<file path="config.mk">
export PLATFORM = sky130hd
export DESIGN_NAME = hsv_threshold_blob_centroid_core_flat
export DESIGN_NICKNAME = d
export VERILOG_FILES = /design/src/rtl/htbc_pkg.sv /design/src/rtl/htbc_if.sv /design/src/rtl/htbc_ctrl.sv /design/src/rtl/htbc_dp.sv /design/src/rtl/hsv_threshold_blob_centroid_core.sv /design/src/flat_wrapper.sv
export SDC_FILE = /design/constraint.sdc
export NUM_CORES = 1
export LEC_CHECK = 0
export ABC_AREA = 1
export ABC_CLOCK_PERIOD_IN_PS = 5900
export BUFFER_PORTS_ARGS = -buffer_cell sky130_fd_sc_hd__buf_2
export CAP_MARGIN = 15
export CORE_MARGIN = 2
export CORE_UTILIZATION = 57
export DETAILED_ROUTE_END_ITERATION = 8
export GPL_TIMING_DRIVEN = 0
export PLACE_DENSITY = 0.77
export SYNTH_ARGS = -nofsm -noshare
export SYNTH_HDL_FRONTEND = slang
export SYNTH_HIERARCHICAL = 1
export SYNTH_SLANG_ARGS = --single-unit
</file>
<file path="constraint.sdc">
create_clock -name clk -period 5.9 [get_ports clk]
set_input_delay 0.295 -clock clk [delete_from_list [all_inputs] [get_ports clk]]
set_output_delay 0.295 -clock clk [all_outputs]
set_load 0.02 [all_outputs]
</file>
<file path="src/rtl/htbc_pkg.sv">
`timescale 1ns / 1ps

package htbc_pkg;

    localparam int CH_W       = 8;
    localparam int HUE_W      = 8;
    localparam int BND_W      = 9;
    localparam int CNT_W      = 17;
    localparam int SUM_W      = 25;
    localparam int CX_W       = 9;
    localparam int CY_W       = 8;
    localparam int CFG_IDX_W  = 3;
    localparam int CFG_DATA_W = 17;
    localparam int DIV_CNT_W  = $clog2(SUM_W);

    localparam logic [CNT_W-1:0] CNT_MAX = {CNT_W{1'b1}};
    localparam logic [SUM_W-1:0] SUM_MAX = {SUM_W{1'b1}};

    localparam logic [HUE_W-1:0] HUE_LOW_RST  = 8'd43;
    localparam logic [HUE_W-1:0] HUE_HIGH_RST = 8'd82;
    localparam logic [BND_W-1:0] SAT_LOW_RST  = 9'd53;
    localparam logic [BND_W-1:0] SAT_HIGH_RST = 9'd185;
    localparam logic [BND_W-1:0] VAL_LOW_RST  = 9'd72;
    localparam logic [BND_W-1:0] VAL_HIGH_RST = 9'd126;
    localparam logic [CNT_W-1:0] MIN_AREA_RST = 17'd100;

    typedef enum logic [CFG_IDX_W-1:0] {
        CFG_HUE_LOW  = 3'd0,
        CFG_HUE_HIGH = 3'd1,
        CFG_SAT_LOW  = 3'd2,
        CFG_SAT_HIGH = 3'd3,
        CFG_VAL_LOW  = 3'd4,
        CFG_VAL_HIGH = 3'd5,
        CFG_MIN_AREA = 3'd6
    } cfg_idx_t;

    typedef struct packed {
        logic            mask;
        logic            frame_done;
        logic            found;
        logic [CX_W-1:0] center_x;
        logic [CY_W-1:0] center_y;
    } res_t;

    typedef struct packed {
        logic accept;
        logic load_div;
        logic div_step;
        logic push_pix;
        logic push_frame;
    } cmd_t;

    typedef struct packed {
        logic frame_end;
        logic found_now;
        logic skid_full;
    } sts_t;

endpackage

</file>
<file path="src/rtl/htbc_if.sv">
`timescale 1ns / 1ps

interface htbc_pix_if;
    logic                      valid;
    logic                      ready;
    logic [htbc_pkg::CH_W-1:0] hue;
    logic [htbc_pkg::CH_W-1:0] saturation;
    logic [htbc_pkg::CH_W-1:0] brightness;
    logic                      line_end;
    logic                      frame_end;

    modport source (output valid, hue, saturation, brightness, line_end, frame_end,
                    input ready);
    modport sink (input valid, hue, saturation, brightness, line_end, frame_end,
                  output ready);
endinterface

interface htbc_res_if;
    logic                      valid;
    logic                      ready;
    logic                      mask;
    logic                      frame_done;
    logic                      found;
    logic [htbc_pkg::CX_W-1:0] center_x;
    logic [htbc_pkg::CY_W-1:0] center_y;

    modport source (output valid, mask, frame_done, found, center_x, center_y,
                    input ready);
    modport sink (input valid, mask, frame_done, found, center_x, center_y,
                  output ready);
endinterface

</file>
<file path="src/rtl/htbc_ctrl.sv">
`timescale 1ns / 1ps

module htbc_ctrl (
    input  logic            clk,
    input  logic            rst_n,
    input  logic            pix_valid,
    output logic            pix_ready,
    input  htbc_pkg::sts_t  sts,
    output htbc_pkg::cmd_t  cmd
);

    typedef enum logic [2:0] {
        ST_IDLE = 3'b001,
        ST_DIV  = 3'b010,
        ST_PUSH = 3'b100
    } state_t;

    state_t                           state_reg, state_next;
    logic [htbc_pkg::DIV_CNT_W-1:0]   step_reg, step_next;
    logic                             div_last;

    assign div_last = (step_reg == htbc_pkg::DIV_CNT_W'(htbc_pkg::SUM_W - 1));

    always_comb
    begin
        state_next     = state_reg;
        step_next      = step_reg;
        pix_ready      = 1'b0;
        cmd            = '0;
        unique case (state_reg)
            ST_IDLE:
            begin
                pix_ready  = !sts.skid_full;
                cmd.accept = pix_ready && pix_valid;
                if (cmd.accept)
                begin
                    if (sts.frame_end && sts.found_now)
                    begin
                        cmd.load_div = 1'b1;
                        step_next    = '0;
                        state_next   = ST_DIV;
                    end
                    else
                    begin
                        cmd.push_pix = 1'b1;
                    end
                end
            end
            ST_DIV:
            begin
                cmd.div_step = 1'b1;
                step_next    = step_reg + 1'b1;
                if (div_last)
                begin
                    state_next = ST_PUSH;
                end
            end
            ST_PUSH:
            begin
                if (!sts.skid_full)
                begin
                    cmd.push_frame = 1'b1;
                    state_next     = ST_IDLE;
                end
            end
            default:
            begin
                state_next = ST_IDLE;
            end
        endcase
    end

    always_ff @(posedge clk or negedge rst_n)
    begin
        if (!rst_n)
        begin
            state_reg <= ST_IDLE;
            step_reg  <= '0;
        end
        else
        begin
            state_reg <= state_next;
            step_reg  <= step_next;
        end
    end

endmodule

</file>
<file path="src/rtl/htbc_dp.sv">
`timescale 1ns / 1ps

module htbc_dp #(
    parameter int FRAME_WIDTH  = 320,
    parameter int FRAME_HEIGHT = 240
) (
    input  logic                            clk,
    input  logic                            rst_n,
    input  logic                            cfg_we,
    input  logic [htbc_pkg::CFG_IDX_W-1:0]  cfg_index,
    input  logic [htbc_pkg::CFG_DATA_W-1:0] cfg_data,
    input  logic [htbc_pkg::CH_W-1:0]       hue,
    input  logic [htbc_pkg::CH_W-1:0]       saturation,
    input  logic [htbc_pkg::CH_W-1:0]       brightness,
    input  logic                            line_end,
    input  logic                            frame_end,
    input  htbc_pkg::cmd_t                  cmd,
    output htbc_pkg::sts_t                  sts,
    output logic                            res_valid,
    input  logic                            res_ready,
    output htbc_pkg::res_t                  res
);

    localparam int COL_W = $clog2(FRAME_WIDTH);
    localparam int ROW_W = $clog2(FRAME_HEIGHT);
    localparam logic [COL_W-1:0] COL_LAST = COL_W'(FRAME_WIDTH - 1);
    localparam logic [ROW_W-1:0] ROW_LAST = ROW_W'(FRAME_HEIGHT - 1);
    localparam logic [htbc_pkg::SUM_W-1:0] CX_MAX = htbc_pkg::SUM_W'(FRAME_WIDTH - 1);
    localparam logic [htbc_pkg::SUM_W-1:0] CY_MAX = htbc_pkg::SUM_W'(FRAME_HEIGHT - 1);
    localparam int SW = htbc_pkg::SUM_W;
    localparam int CW = htbc_pkg::CNT_W;

    logic [htbc_pkg::HUE_W-1:0] hue_low_reg, hue_high_reg;
    logic [htbc_pkg::BND_W-1:0] sat_low_reg, sat_high_reg, val_low_reg, val_high_reg;
    logic [CW-1:0]              min_area_reg;

    logic [COL_W-1:0] column_reg, column_next;
    logic [ROW_W-1:0] row_reg, row_next;
    logic [CW-1:0]    count_reg, count_upd;
    logic [SW-1:0]    sum_x_reg, sum_x_upd, sum_y_reg, sum_y_upd;
    logic [SW:0]      sum_x_wide, sum_y_wide;
    logic             mask_now;

    logic [SW-1:0]    qx_reg, qx_next, qy_reg, qy_next;
    logic [CW-1:0]    rx_reg, rx_next, ry_reg, ry_next, div_reg;
    logic [CW:0]      rx_sh, ry_sh;
    logic [CW+1:0]    rx_diff, ry_diff;
    logic             pend_mask_reg;
    logic [SW-1:0]    cx_full, cy_full;

    logic             out_valid_reg, skid_valid_reg;
    htbc_pkg::res_t   out_reg, skid_reg, push_data;
    logic             push, pop;

    always_ff @(posedge clk or negedge rst_n)
    begin
        if (!rst_n)
        begin
            hue_low_reg  <= htbc_pkg::HUE_LOW_RST;
            hue_high_reg <= htbc_pkg::HUE_HIGH_RST;
            sat_low_reg  <= htbc_pkg::SAT_LOW_RST;
            sat_high_reg <= htbc_pkg::SAT_HIGH_RST;
            val_low_reg  <= htbc_pkg::VAL_LOW_RST;
            val_high_reg <= htbc_pkg::VAL_HIGH_RST;
            min_area_reg <= htbc_pkg::MIN_AREA_RST;
        end
        else if (cfg_we)
        begin
            unique case (cfg_index)
                htbc_pkg::CFG_HUE_LOW:  hue_low_reg  <= cfg_data[htbc_pkg::HUE_W-1:0];
                htbc_pkg::CFG_HUE_HIGH: hue_high_reg <= cfg_data[htbc_pkg::HUE_W-1:0];
                htbc_pkg::CFG_SAT_LOW:  sat_low_reg  <= cfg_data[htbc_pkg::BND_W-1:0];
                htbc_pkg::CFG_SAT_HIGH: sat_high_reg <= cfg_data[htbc_pkg::BND_W-1:0];
                htbc_pkg::CFG_VAL_LOW:  val_low_reg  <= cfg_data[htbc_pkg::BND_W-1:0];
                htbc_pkg::CFG_VAL_HIGH: val_high_reg <= cfg_data[htbc_pkg::BND_W-1:0];
                htbc_pkg::CFG_MIN_AREA: min_area_reg <= cfg_data[CW-1:0];
                default:
                begin
                end
            endcase
        end
    end

    assign mask_now = (hue >= hue_low_reg) && (hue <= hue_high_reg)
                   && ({1'b0, saturation} >= sat_low_reg)
                   && ({1'b0, saturation} <= sat_high_reg)
                   && ({1'b0, brightness} >= val_low_reg)
                   && ({1'b0, brightness} <= val_high_reg);

    always_comb
    begin
        sum_x_wide = {1'b0, sum_x_reg} + (SW + 1)'(column_reg);
        sum_y_wide = {1'b0, sum_y_reg} + (SW + 1)'(row_reg);
        count_upd  = count_reg;
        sum_x_upd  = sum_x_reg;
        sum_y_upd  = sum_y_reg;
        if (mask_now)
        begin
            count_upd = (count_reg == htbc_pkg::CNT_MAX) ? count_reg : count_reg + 1'b1;
            sum_x_upd = sum_x_wide[SW] ? htbc_pkg::SUM_MAX : sum_x_wide[SW-1:0];
            sum_y_upd = sum_y_wide[SW] ? htbc_pkg::SUM_MAX : sum_y_wide[SW-1:0];
        end

        column_next = column_reg;
        row_next    = row_reg;
        if (frame_end)
        begin
            column_next = '0;
            row_next    = '0;
        end
        else if (line_end)
        begin
            column_next = '0;
            if (row_reg < ROW_LAST)
            begin
                row_next = row_reg + 1'b1;
            end
        end
        else if (column_reg < COL_LAST)
        begin
            column_next = column_reg + 1'b1;
        end
    end

    assign sts.frame_end = frame_end;
    assign sts.found_now = (count_upd > min_area_reg);
    assign sts.skid_full = skid_valid_reg;

    always_ff @(posedge clk or negedge rst_n)
    begin
        if (!rst_n)
        begin
            column_reg <= '0;
            row_reg    <= '0;
            count_reg  <= '0;
            sum_x_reg  <= '0;
            sum_y_reg  <= '0;
        end
        else if (cmd.accept)
        begin
            column_reg <= column_next;
            row_reg    <= row_next;
            if (frame_end)
            begin
                count_reg <= '0;
                sum_x_reg <= '0;
                sum_y_reg <= '0;
            end
            else
            begin
                count_reg <= count_upd;
                sum_x_reg <= sum_x_upd;
                sum_y_reg <= sum_y_upd;
            end
        end
    end

    // Restoring division, one quotient bit per cycle for both centroid axes.
    always_comb
    begin
        rx_sh   = {rx_reg, qx_reg[SW-1]};
        ry_sh   = {ry_reg, qy_reg[SW-1]};
        rx_diff = {1'b0, rx_sh} - {2'b00, div_reg};
        ry_diff = {1'b0, ry_sh} - {2'b00, div_reg};
        rx_next = rx_diff[CW+1] ? rx_sh[CW-1:0] : rx_diff[CW-1:0];
        ry_next = ry_diff[CW+1] ? ry_sh[CW-1:0] : ry_diff[CW-1:0];
        qx_next = {qx_reg[SW-2:0], ~rx_diff[CW+1]};
        qy_next = {qy_reg[SW-2:0], ~ry_diff[CW+1]};
    end

    always_ff @(posedge clk)
    begin
        if (cmd.load_div)
        begin
            qx_reg        <= sum_x_upd;
            qy_reg        <= sum_y_upd;
            rx_reg        <= '0;
            ry_reg        <= '0;
            div_reg       <= count_upd;
            pend_mask_reg <= mask_now;
        end
        else if (cmd.div_step)
        begin
            qx_reg <= qx_next;
            qy_reg <= qy_next;
            rx_reg <= rx_next;
            ry_reg <= ry_next;
        end
    end

    assign cx_full = (qx_reg > CX_MAX) ? CX_MAX : qx_reg;
    assign cy_full = (qy_reg > CY_MAX) ? CY_MAX : qy_reg;

    always_comb
    begin
        push_data = '0;
        if (cmd.push_frame)
        begin
            push_data.mask       = pend_mask_reg;
            push_data.frame_done = 1'b1;
            push_data.found      = 1'b1;
            push_data.center_x   = cx_full[htbc_pkg::CX_W-1:0];
            push_data.center_y   = cy_full[htbc_pkg::CY_W-1:0];
        end
        else
        begin
            push_data.mask       = mask_now;
            push_data.frame_done = frame_end;
        end
    end

    assign push = cmd.push_pix || cmd.push_frame;
    assign pop  = out_valid_reg && res_ready;

    // Output word register with a skid slot behind it; pushes come only when the
    // skid slot is free.
    always_ff @(posedge clk or negedge rst_n)
    begin
        if (!rst_n)
        begin
            out_valid_reg  <= 1'b0;
            skid_valid_reg <= 1'b0;
        end
        else if (pop)
        begin
            if (skid_valid_reg)
            begin
                skid_valid_reg <= 1'b0;
            end
            else
            begin
                out_valid_reg <= push;
            end
        end
        else if (push)
        begin
            if (out_valid_reg)
            begin
                skid_valid_reg <= 1'b1;
            end
            else
            begin
                out_valid_reg <= 1'b1;
            end
        end
    end

    always_ff @(posedge clk)
    begin
        if (pop)
        begin
            if (skid_valid_reg)
            begin
                out_reg <= skid_reg;
            end
            else if (push)
            begin
                out_reg <= push_data;
            end
        end
        else if (push)
        begin
            if (out_valid_reg)
            begin
                skid_reg <= push_data;
            end
            else
            begin
                out_reg <= push_data;
            end
        end
    end

    assign res_valid = out_valid_reg;
    assign res       = out_reg;

endmodule

</file>
<file path="src/rtl/hsv_threshold_blob_centroid_core.sv">
`timescale 1ns / 1ps

// HSV threshold blob centroid core. Pixels arrive in raster order on the pixel channel, each
// marked with line and frame ends, and every pixel yields exactly one result word carrying
// its mask bit. Pixels stream at one per cycle while the result side keeps up; a result
// register with one skid slot lets one more pixel in while a result waits. A frame-end pixel
// whose mask count exceeds min_area starts a restoring divider that produces one quotient bit
// per cycle for both axes; no further pixel is taken until all divide steps are done and the
// centroid word is pushed. A frame end without a detection is handled like an ordinary pixel.
// The centroid is clamped to the frame. Configuration registers are to be written through
// cfg_we, cfg_index and cfg_data by the user only while idle; the block does not enforce it.
module hsv_threshold_blob_centroid_core #(
    parameter int FRAME_WIDTH  = 320,
    parameter int FRAME_HEIGHT = 240
) (
    input  logic                            clk,
    input  logic                            rst_n,
    htbc_pix_if.sink                        pixel,
    htbc_res_if.source                      result,
    input  logic                            cfg_we,
    input  logic [htbc_pkg::CFG_IDX_W-1:0]  cfg_index,
    input  logic [htbc_pkg::CFG_DATA_W-1:0] cfg_data
);

    htbc_pkg::cmd_t cmd;
    htbc_pkg::sts_t sts;
    htbc_pkg::res_t res;
    logic           pix_ready;

    htbc_ctrl u_ctrl (
        .clk       (clk),
        .rst_n     (rst_n),
        .pix_valid (pixel.valid),
        .pix_ready (pix_ready),
        .sts       (sts),
        .cmd       (cmd)
    );

    htbc_dp #(
        .FRAME_WIDTH  (FRAME_WIDTH),
        .FRAME_HEIGHT (FRAME_HEIGHT)
    ) u_dp (
        .clk        (clk),
        .rst_n      (rst_n),
        .cfg_we     (cfg_we),
        .cfg_index  (cfg_index),
        .cfg_data   (cfg_data),
        .hue        (pixel.hue),
        .saturation (pixel.saturation),
        .brightness (pixel.brightness),
        .line_end   (pixel.line_end),
        .frame_end  (pixel.frame_end),
        .cmd        (cmd),
        .sts        (sts),
        .res_valid  (result.valid),
        .res_ready  (result.ready),
        .res        (res)
    );

    assign pixel.ready       = pix_ready;
    assign result.mask       = res.mask;
    assign result.frame_done = res.frame_done;
    assign result.found      = res.found;
    assign result.center_x   = res.center_x;
    assign result.center_y   = res.center_y;

endmodule

</file>
<file path="src/flat_wrapper.sv">
// flat-port wrapper written by rule: the top's interface ports become plain ports
module hsv_threshold_blob_centroid_core_flat 
#(
    parameter int FRAME_WIDTH  = 320,
    parameter int FRAME_HEIGHT = 240
)
  (clk, rst_n, cfg_we, cfg_index, cfg_data, pixel_valid, pixel_hue, pixel_saturation, pixel_brightness, pixel_line_end, pixel_frame_end, pixel_ready, result_valid, result_mask, result_frame_done, result_found, result_center_x, result_center_y, result_ready);
  htbc_pix_if pixel_i ();
  htbc_res_if result_i ();
  input  logic clk;
  input  logic rst_n;
  input  logic cfg_we;
  input  logic [htbc_pkg::CFG_IDX_W-1:0] cfg_index;
  input  logic [htbc_pkg::CFG_DATA_W-1:0] cfg_data;
  input wire logic [$bits(pixel_i.valid)-1:0] pixel_valid;
  input wire logic [$bits(pixel_i.hue)-1:0] pixel_hue;
  input wire logic [$bits(pixel_i.saturation)-1:0] pixel_saturation;
  input wire logic [$bits(pixel_i.brightness)-1:0] pixel_brightness;
  input wire logic [$bits(pixel_i.line_end)-1:0] pixel_line_end;
  input wire logic [$bits(pixel_i.frame_end)-1:0] pixel_frame_end;
  output wire logic [$bits(pixel_i.ready)-1:0] pixel_ready;
  output wire logic [$bits(result_i.valid)-1:0] result_valid;
  output wire logic [$bits(result_i.mask)-1:0] result_mask;
  output wire logic [$bits(result_i.frame_done)-1:0] result_frame_done;
  output wire logic [$bits(result_i.found)-1:0] result_found;
  output wire logic [$bits(result_i.center_x)-1:0] result_center_x;
  output wire logic [$bits(result_i.center_y)-1:0] result_center_y;
  input wire logic [$bits(result_i.ready)-1:0] result_ready;
  assign pixel_i.valid = pixel_valid;
  assign pixel_i.hue = pixel_hue;
  assign pixel_i.saturation = pixel_saturation;
  assign pixel_i.brightness = pixel_brightness;
  assign pixel_i.line_end = pixel_line_end;
  assign pixel_i.frame_end = pixel_frame_end;
  assign pixel_ready = pixel_i.ready;
  assign result_valid = result_i.valid;
  assign result_mask = result_i.mask;
  assign result_frame_done = result_i.frame_done;
  assign result_found = result_i.found;
  assign result_center_x = result_i.center_x;
  assign result_center_y = result_i.center_y;
  assign result_i.ready = result_ready;
  hsv_threshold_blob_centroid_core #(.FRAME_WIDTH(FRAME_WIDTH), .FRAME_HEIGHT(FRAME_HEIGHT)) u_core (.clk(clk), .rst_n(rst_n), .pixel(pixel_i), .result(result_i), .cfg_we(cfg_we), .cfg_index(cfg_index), .cfg_data(cfg_data));
endmodule
</file>
==> impl_metrics.py <==
metrics = {
    "sta": {
        "tightest_slew_ns": 0.853,
        "drv_slew": 0,
        "finalClockSkew_ns": 0.0195,
        "post-route-period-util": 0.919,
        "fmax_ghz": 0.184,
        "setup_viol": 0,
        "slew_headroom": 0.426,
        "post-route-min-period_ns": 5.42,
        "final.setup.worst_slack_ns": 0.478,
        "rsz0062_at_grt": "false",
        "timing_hold_violations_final": 0,
    },
    "job": {
        "drv_cap": 0,
    },
    "finish": {
        "diodes": 0,
        "drive_gt1_frac": 0.0793,
        "syn_to_final_growth_pct": 11.7,
        "final_cell_mix": "nand2_1, inv_1, nand3_1, nor2_1, dfrtp_1",
        "nNetsFinal": 3074,
        "nFillCells": 3100,
        "layout.cells.non_filler": 3380,
        "final_common_cell": "nand2_1",
        "fin_area_um2": 22300,
        "utilization": 0.646,
    },
    "clock_network": {
        "cts_tree": "yes",
        "h-tree-depth": 2,
        "clockBufferDepth": 3,
        "ctsRootBufferMaster": "clkbuf_16",
        "clock-sinks": 305,
        "path_clk_slew_ns": 0.06,
        "insertion_delay_ns": 0.55,
        "cts_made_buffers": 36,
    },
    "floorplan": {
        "placementRows": 68,
        "start_util": 0.578,
        "core_um2": 34500,
        "dieHeight_um": 191,
        "die_w_um": 191,
        "io_pins": 73,
        "die_area_um2": 36500,
    },
    "placed_design": {
        "dp_worst_setup_slack_ns": -1.07,
        "dpl.hpwl_um": 40800,
        "dpl_cell_area_um2": 21000,
        "numPortBuffers": 72,
        "gp_congestion": 1.02,
        "place_inst": 3307,
    },
    "grt": {
        "grt_max_degree": 116,
        "antenna_found_initial": 0,
        "first_global_vias": 18000,
        "track_usage": 0.304,
        "grt.overflow.total": 0,
        "grt_pass1_wl_um": 88800,
    },
    "critical_path": {
        "path_class": "reg2reg",
        "max_stage_delay_ns": 0.52,
        "slowest_stage": "dfstp_2",
        "critPathMostFrequentCell": "nand2_1",
        "r2r_cells": 32,
        "r2r-start": "u_core/u_dp/val_low_reg[3]$_DFFE_PN1P_",
        "arrival_ns": 5.72,
        "critPathLaunchType": "flip-flop",
        "crit_fanout": 10,
        "required_ns": 6.20,
        "r2r_end": "u_core/u_dp/qy_reg[0]$_DFFE_PP_",
        "crit_start": "u_core/u_dp/val_low_reg[3]$_DFFE_PN1P_",
        "crit_path_end_kind": "flip-flop",
        "r2r_slack_ns": 0.48,
    },
    "yosys": {
        "ys_types": 48,
        "yosysWarnings": 6,
        "avgSynthCellArea_um2": 7.19,
        "synthesis.nets": 2952,
        "ys_ff_latch": 305,
        "synth_cells": 2776,
        "ys_seq_area_frac": 0.403,
        "syn_area_um2": 20000,
    },
    "hold_path": {
        "min_to": "u_core/u_dp/skid_valid_reg$_DFFE_PN0P_",
        "hold_start": "result_ready",
        "min-delay-path-class": "in2reg",
        "hold_depth": 3,
    },
    "power": {
        "pwr_density_cell_nw_per_um2": 382,
        "p_total_w": 0.00852,
        "ir_worst_vdd_mv": 0.293,
        "p_leak_nw": 11.6,
    },
    "detailed_routing": {
        "firstDrtPassIters": 7,
        "drtIter0Drc": 1712,
        "viasPerCell": 5.54,
        "antenna_left": 0,
        "vias": 18700,
        "wl_um": 54400,
        "route.detailed.drc": 0,
        "wl_per_cell_um": 16.1,
    },
    "status": {
        "status": "finished clean",
    },
}
layout make-up:
| class | instances | area (um2) | area share |
|---|---|---|---|
| Inverter | 397 | 1500 | 0.0670 |
| Sequential cell | 305 | 8040 | 0.360 |
| Timing Repair Buffer | 84 | 526 | 0.0236 |
| Clock inverter | 15 | 199 | 0.00892 |
| Multi-Input combinational cell | 1991 | 10100 | 0.451 |
| Clock buffer | 50 | 1000 | 0.0450 |
| Buffer | 83 | 407 | 0.0182 |
| Tap cell | 455 | 569 | 0.0255 |
logic make-up after synthesis:
family | after synthesis | synth area share
adder cells (fa/ha/maj) | 125 | 0.0798
AO/OA/AOI/OAI | 271 | 0.0755
XOR/XNOR | 42 | 0.0184
flip-flops | 305 | 0.403
AND/OR/NAND/NOR | 1553 | 0.329
buffers and inverters | 480 | 0.0946
Yosys cell counts (all sizes together):
cell	count	area, um2
o21a	3	22.5
inv	395	1480
o2111ai	1	8.76
nand3b	8	60.1
buf	36	220
o21ai	124	628
or3	1	6.26
ha	121	1510
o31ai	2	15.0
clkbuf	47	178
dfstp	28	736
nor3	35	196
a31oi	2	12.5
nor3b	9	67.6
o21bai	3	22.5
a31o	2	17.5
xor2	25	219
o311ai	1	8.76
edfxtp	108	3240
dfrtp	135	3380
fa	4	80.1
nor2	201	782
nand2	936	3520
a21oi	92	464
xnor2	17	149
nand4	74	463
or2	3	18.8
nand3	275	1390
clkinv	2	7.51
dfxtp	34	681
o211ai	30	225
nor4	9	56.3
and3	2	12.5
a21o	11	82.6
layer usage:
layer	GRT usage	vias to the layer above	part of all wire
li1	-	9254	-
met5	0	-	0
met3	0.0475	115	0.062
met4	0.111	0	0.029
met2	0.508	643	0.47
met1	0.400	8728	0.44
stage by stage:
step | hold WS [ns] | setup TNS, ns
detailed placement | 0.224 | -109.26
global route | 0.0390 | 0
global placement | 0.459 | -206.37
CTS | 0.0162 | 0
floorplan | -0.000591 | 0
finish | 0.0449 | 0
power by group:
group          internal, W  switching (W)
combinational      0.00104        0.00204
sequential         0.00278       0.000376
clock              0.00137       0.000905
worst max-delay path: cells and delay by family (launching register included):
kind | cells | cell delay [ns]
compound gates | 4 | 0.42
simple gates | 15 | 2.03
buf+inv | 11 | 1.56
fa+ha+maj | 2 | 0.59
flops | 1 | 0.52
worst max path at each step:
| stage | endpoint | slack, ns |
|---|---|---|
| floorplan | u_core/u_dp/qx_reg[0]$_DFFE_PP_ | 0.09 |
| global placement | u_core/u_dp/qy_reg[1]$_DFFE_PP_ | -2.35 |
| detailed placement | u_core/u_dp/qy_reg[2]$_DFFE_PP_ | -1.07 |
| CTS | u_core/u_dp/qx_reg[3]$_DFFE_PP_ | 0.007 |
| global route | u_core/u_dp/qy_reg[0]$_DFFE_PP_ | 0.01 |
| finish | u_core/u_dp/qy_reg[0]$_DFFE_PP_ | 0.48 |
what timing repair did:
item / in CTS / in global routing
endpoints found under the hold margin: 54 / 0
setup endpoints to repair: 134 / 134
setup buffers: 1 / 0
hold buffers: 7 / 0
pin swaps: 1 / 0
gates resized for setup: 1 / 12
Power figures use the tool's default switching activity.
